[src/rtl/lip_pkg.sv]
// ---------------------------------------------------------------------------
// lip_pkg: shared types and constants for the line intersection block
// Widths of the exact intermediate values and the beat carried down the
// divider chain.
// ---------------------------------------------------------------------------
package lip_pkg;

   localparam int CoordW = 32;                 // Q16.16 coordinate
   localparam int DiffW  = CoordW + 1;         // exact difference
   localparam int ProdW  = 2 * DiffW;          // exact product
   localparam int SumW   = ProdW + 1;          // difference of products
   localparam int DenW   = SumW - 1;           // magnitude of M
   localparam int FracW  = 16;                 // fraction bits
   localparam int RemW   = DenW + FracW;       // shifted numerator magnitude
   localparam int QuoW   = 32;                 // quotient bits resolved
   localparam int TryW   = DenW + QuoW + 1;    // trial subtract width
   localparam int MulW   = CoordW + DiffW;     // ratio times direction
   localparam int AccW   = MulW - FracW + 1;   // base plus scaled step

   localparam logic signed [CoordW-1:0] SatMax = {1'b0, {(CoordW-1){1'b1}}};
   localparam logic signed [CoordW-1:0] SatMin = {1'b1, {(CoordW-1){1'b0}}};

   // beat carried through the divider chain
   typedef struct packed {
      logic                     found;
      logic                     neg_r;
      logic                     neg_s;
      logic                     ovf_r;
      logic                     ovf_s;
      logic signed [DiffW-1:0]  dpx;
      logic signed [DiffW-1:0]  dpy;
      logic signed [CoordW-1:0] p1x;
      logic signed [CoordW-1:0] p1y;
      logic [DenW-1:0]          den;
      logic [RemW-1:0]          rem_r;
      logic [RemW-1:0]          rem_s;
      logic [QuoW-1:0]          quo_r;
      logic [QuoW-1:0]          quo_s;
   } lip_div_type;

   // saturate a sign and magnitude quotient to a signed 32-bit value
   function automatic logic signed [CoordW-1:0] sat_quo(
      input logic neg, input logic ovf, input logic [QuoW-1:0] q);
      logic signed [CoordW-1:0] res;
      if (!neg) begin
         res = (ovf || q[QuoW-1]) ? SatMax : $signed(q);
      end else if (ovf || (q[QuoW-1] && (q[QuoW-2:0] != '0))) begin
         res = SatMin;
      end else begin
         res = $signed(-q);
      end
      return res;
   endfunction

   // saturate the wide accumulator to a signed 32-bit value
   function automatic logic signed [CoordW-1:0] sat_acc(
      input logic signed [AccW-1:0] a);
      logic signed [CoordW-1:0] res;
      if (a > AccW'(SatMax)) begin
         res = SatMax;
      end else if (a < AccW'(SatMin)) begin
         res = SatMin;
      end else begin
         res = a[CoordW-1:0];
      end
      return res;
   endfunction

endpackage

[src/rtl/lip_div_cell.sv]
// ---------------------------------------------------------------------------
// lip_div_cell: one restoring division step for both ratios
// Resolves quotient bit BitIdx of r and s and hands the beat to the next cell.
// ---------------------------------------------------------------------------
module lip_div_cell #(
   parameter int BitIdx = 0
) (
   input  logic                 clock,
   input  logic                 reset,
   input  logic                 adv,
   input  logic                 in_valid,
   input  lip_pkg::lip_div_type in_beat,
   output logic                 out_valid,
   output lip_pkg::lip_div_type out_beat
);
   import lip_pkg::*;

   logic        valid_ff;
   lip_div_type beat_ff, beat_in;
   logic [TryW-1:0] step, diff_r, diff_s;

   // trial subtract of the shifted divisor from both remainders
   always_comb begin
      beat_in = in_beat;
      step    = TryW'(in_beat.den) << BitIdx;
      diff_r  = TryW'(in_beat.rem_r) - step;
      diff_s  = TryW'(in_beat.rem_s) - step;
      if (!diff_r[TryW-1]) begin
         beat_in.rem_r         = diff_r[RemW-1:0];
         beat_in.quo_r[BitIdx] = 1'b1;
      end
      if (!diff_s[TryW-1]) begin
         beat_in.rem_s         = diff_s[RemW-1:0];
         beat_in.quo_s[BitIdx] = 1'b1;
      end
   end

   // hold the valid bit
   always_ff @(posedge clock) begin
      if (reset) begin
         valid_ff <= 1'b0;
      end else if (adv) begin
         valid_ff <= in_valid;
      end
   end

   // advance the beat
   always_ff @(posedge clock) begin
      if (adv) begin
         beat_ff <= beat_in;
      end
   end

   assign out_valid = valid_ff;
   assign out_beat  = beat_ff;

endmodule

[config.mk]
export PLATFORM = sky130hd
export DESIGN_NAME = lip_div_cell
export DESIGN_NICKNAME = d
export VERILOG_FILES = /design/src/rtl/lip_pkg.sv /design/src/rtl/lip_div_cell.sv
export SDC_FILE = /design/constraint.sdc
export NUM_CORES = 1
export LEC_CHECK = 0
export ABC_AREA = 1
export BUFFER_PORTS_ARGS = -buffer_cell sky130_fd_sc_hd__buf_2
export CORE_AREA = 4 4 330 332
export CTS_CLUSTER_DIAMETER = 80
export DETAILED_ROUTE_END_ITERATION = 8
export DIE_AREA = 0 0 334 336
export PLACE_DENSITY = 0.59
export SLEW_MARGIN = 20
export SYNTH_ARGS = -nofsm -noshare
export SYNTH_HDL_FRONTEND = slang
export SYNTH_SLANG_ARGS = --single-unit
[constraint.sdc]
create_clock -name clock -period 4.5 [get_ports clock]
set_input_delay 0.45 -clock clock [delete_from_list [all_inputs] [get_ports clock]]
set_output_delay 0.45 -clock clock [all_outputs]
set_load 0.02 [all_outputs]
==> impl_metrics.toml <==
[timing]
finalCritPeriodShare = 0.784
hold_violations = 0
setup_tns_ns = 0
max_freq_ghz = 0.284
worstMarginPinSlew_ns = 0.997
setup_viol = 0
fin_crit_ns = 3.53
rsz0062_at_grt = "false"
slew_violations = 0
relSlewSlack = 0.335
finalClockSkew_ns = 0
holdWs_ns = 0.0307

[cells_and_area]
mostFrequentLayoutCell = "nand2_1"
post-route-util = 0.378
drive_above_1_share = 0.197
fillers = 11500
area_growth_pct = 36.2
fin_cells = 6764
final_cell_mix = "nand2_1, buf_2, inv_1"
nNetsFinal = 5877

[setup_path]
cp-end-kind = "register"
path_cells = "dlygate4sd3_1 > buf_2 > inv_1 > ha_1 > a21oi_1 > o21ai_0 > a21oi_1 > nand2_1 > nor2_2 > nand3_4 > buf_4 > nand3_1 > nand2_1"
critPathRequiredTime_ns = 4.90
critical_path.max_fanout = 36
start_kind = "input port"
cp.arrival_ns = 3.93
cp_top_family = "buffers and inverters"
critPathBufInv = 4
cpMaxStageDelayCell = "dlygate4sd3_1"
slowest_delay_ns = 0.53
crit_type = "in -> reg"

[floorplan]
coreArea_um2 = 106000
rows = 120
io_pins = 863
die_y_um = 336
die_area_um2 = 112000
dieWidth_um = 334
initial_core_util = 0.277

[synthesis]
yosys_warnings = 0
synth_compound_area_frac = 0.0481
synth_seq_cells = 430
yosysUniqueCellTypes = 38
netlist_area_um2 = 29500
ys_seq_area_frac = 0.438
synth-simple-area-share = 0.326
synth_cells = 4121
syn_avg_cell_area_um2 = 7.15
synth-adder-area-share = 0.0574
syn-num-nets = 4688
synth_top_family_by_area = "simple AND/OR/NAND/NOR gates"
synth_mux_area_frac = 0.000340
synth-xor-area-share = 0.0214

[global_routing]
grt_pass1_vias = 31800
grt_max_degree = 102
grt_usage = 0.308
grt_overflow = 0
antenna_found_initial = 19
grt_pass1_wl_um = 242000

[power_and_ir_drop]
powerDensity_nw_per_um2 = 340
ir_drop_uv = 258
leakage_nw = 20.2

[placement]
gp_congestion = 0.994
place_hpwl_um = 156000
numPortBuffers = 862
dpl.cell_count = 6399

[clock_tree]
clock_path_buffers = 3
cts_root_buffer = "clkbuf_16"
cts_sinks = 430
htreeDepth = 2
cts_resized = 0
cts_tree = "yes"
post_cts_buffers = 0
cts_buffers = 55
path_clk_slew_ns = 0.06
insertion_delay_ns = 0.65

[flow_run]
cap_violations = 0

[drt]
via_per_inst = 4.68
avgRoutedWirePerCell_um = 26.5
drt_iter0_drc = 2332
dr.pass1.iters = 5
ant_nets = 0
num_vias = 31600
routed_wl_um = 179000
drc = 0

[min_path]
min_path_type = "in -> reg"

[run_status]
status = "finished clean"
[per-layer routing]
layer | routed length, um | vias up | GRT usage
met5 | 62 | - | 0
met2 | 89100 | 1163 | 0.557
li1 | - | 15200 | -
met3 | 9730 | 232 | 0.0458
met1 | 71000 | 15000 | 0.362
met4 | 9550 | 10 | 0.137
[state kept, by name, summed over array words and instances (netlist names)]
signal	count
out_valid	1
out_beat	429
[worst reg2reg max path, stage by stage (launching register included)]
cell	delay, ns
dfxtp_1	0.31
mux2i_1	0.13
nor2_1	0.06
[metrics by stage]
step | cell area (um^2) | total power [mW] | setup WS [ns]
final | 40200 | 13.6 | 0.973
after global routing | 40100 | 14.2 | 0.811
after CTS | 40100 | 13.8 | 1.06
after detailed placement | 35800 | 8.99 | 0.918
after global placement | 35800 | 9.01 | 0.899
after floorplan | 29500 | 7.09 | 2.10
[cells by family (layout without fill, tap and decap cells)]
| kind of cell | after synthesis | after routing |
|---|---|---|
| buffers and inverters | 828 | 2059 |
| flip-flops | 430 | 430 |
| multiplexers | 1 | 1 |
| XOR/XNOR | 72 | 72 |
| AO/OA/AOI/OAI | 257 | 257 |
| AND/OR/NAND/NOR | 2399 | 2399 |
| other | 0 | 9 |
| adder cells (fa/ha/maj) | 134 | 134 |
[synth_stat cells, drive strengths merged]
| cell | instances | area, um^2 |
|---|---|---|
| nor4 | 2 | 12.5 |
| fa | 2 | 40.0 |
| nor3b | 2 | 15.0 |
| buf | 25 | 194 |
| nand3 | 170 | 878 |
| ha | 132 | 1650 |
| or2 | 4 | 25.0 |
| nand2 | 1707 | 6410 |
| a31oi | 1 | 6.26 |
| a21boi | 3 | 22.5 |
| xnor2 | 70 | 613 |
| nor2 | 407 | 1600 |
| mux2i | 1 | 10.0 |
| clkbuf | 5 | 20.0 |
| nand3b | 39 | 293 |
| and2 | 1 | 6.26 |
| xor2 | 2 | 17.5 |
| inv | 798 | 3000 |
| nor3 | 27 | 135 |
| dfxtp | 1 | 20.0 |
| edfxtp | 429 | 12900 |
| a21oi | 143 | 795 |
| nand4 | 37 | 231 |
| and3 | 3 | 18.8 |
| o21ai | 97 | 497 |
| a21o | 4 | 30.0 |
| o21bai | 9 | 67.6 |
[layout make-up]
cell class | instances | area (um^2) | share of cell area
Sequential cell | 430 | 12900 | 0.321
Timing Repair Buffer | 1162 | 7310 | 0.182
Clock buffer | 65 | 1440 | 0.0357
Inverter | 798 | 3000 | 0.0746
Multi-Input combinational cell | 2863 | 13400 | 0.333
Antenna cell | 9 | 22.5 | 0.000561
Clock inverter | 34 | 368 | 0.00916
Tap cell | 1403 | 1760 | 0.0437
[final timing paths]
check	from	endpoint	slack, ns	cells past startpoint
hold reg to reg	out_valid	out_valid	0.50	2
hold / removal	in_beat[267]	out_beat[267]	0.03	1
setup reg to reg	out_valid	out_valid	3.91	2
setup / recovery	in_beat[293]	out_beat[107]	0.97	13
[what timing repair did]
action / in CTS / in global routing
endpoints found under the hold margin: 257 / 0
setup endpoints to repair: 0 / 0
hold buffers: 257 / 0
[power breakdown]
part           internal [mW]  leakage [nW]  switching (mW)  total (mW)
Sequential              4.92          4.21           0.173        5.09
Clock                   2.59         0.888            1.93        4.51
Combinational           1.23          15.1            2.80        4.03
Total                   8.74          20.2            4.90        13.6
Power figures use the tool's default switching activity.
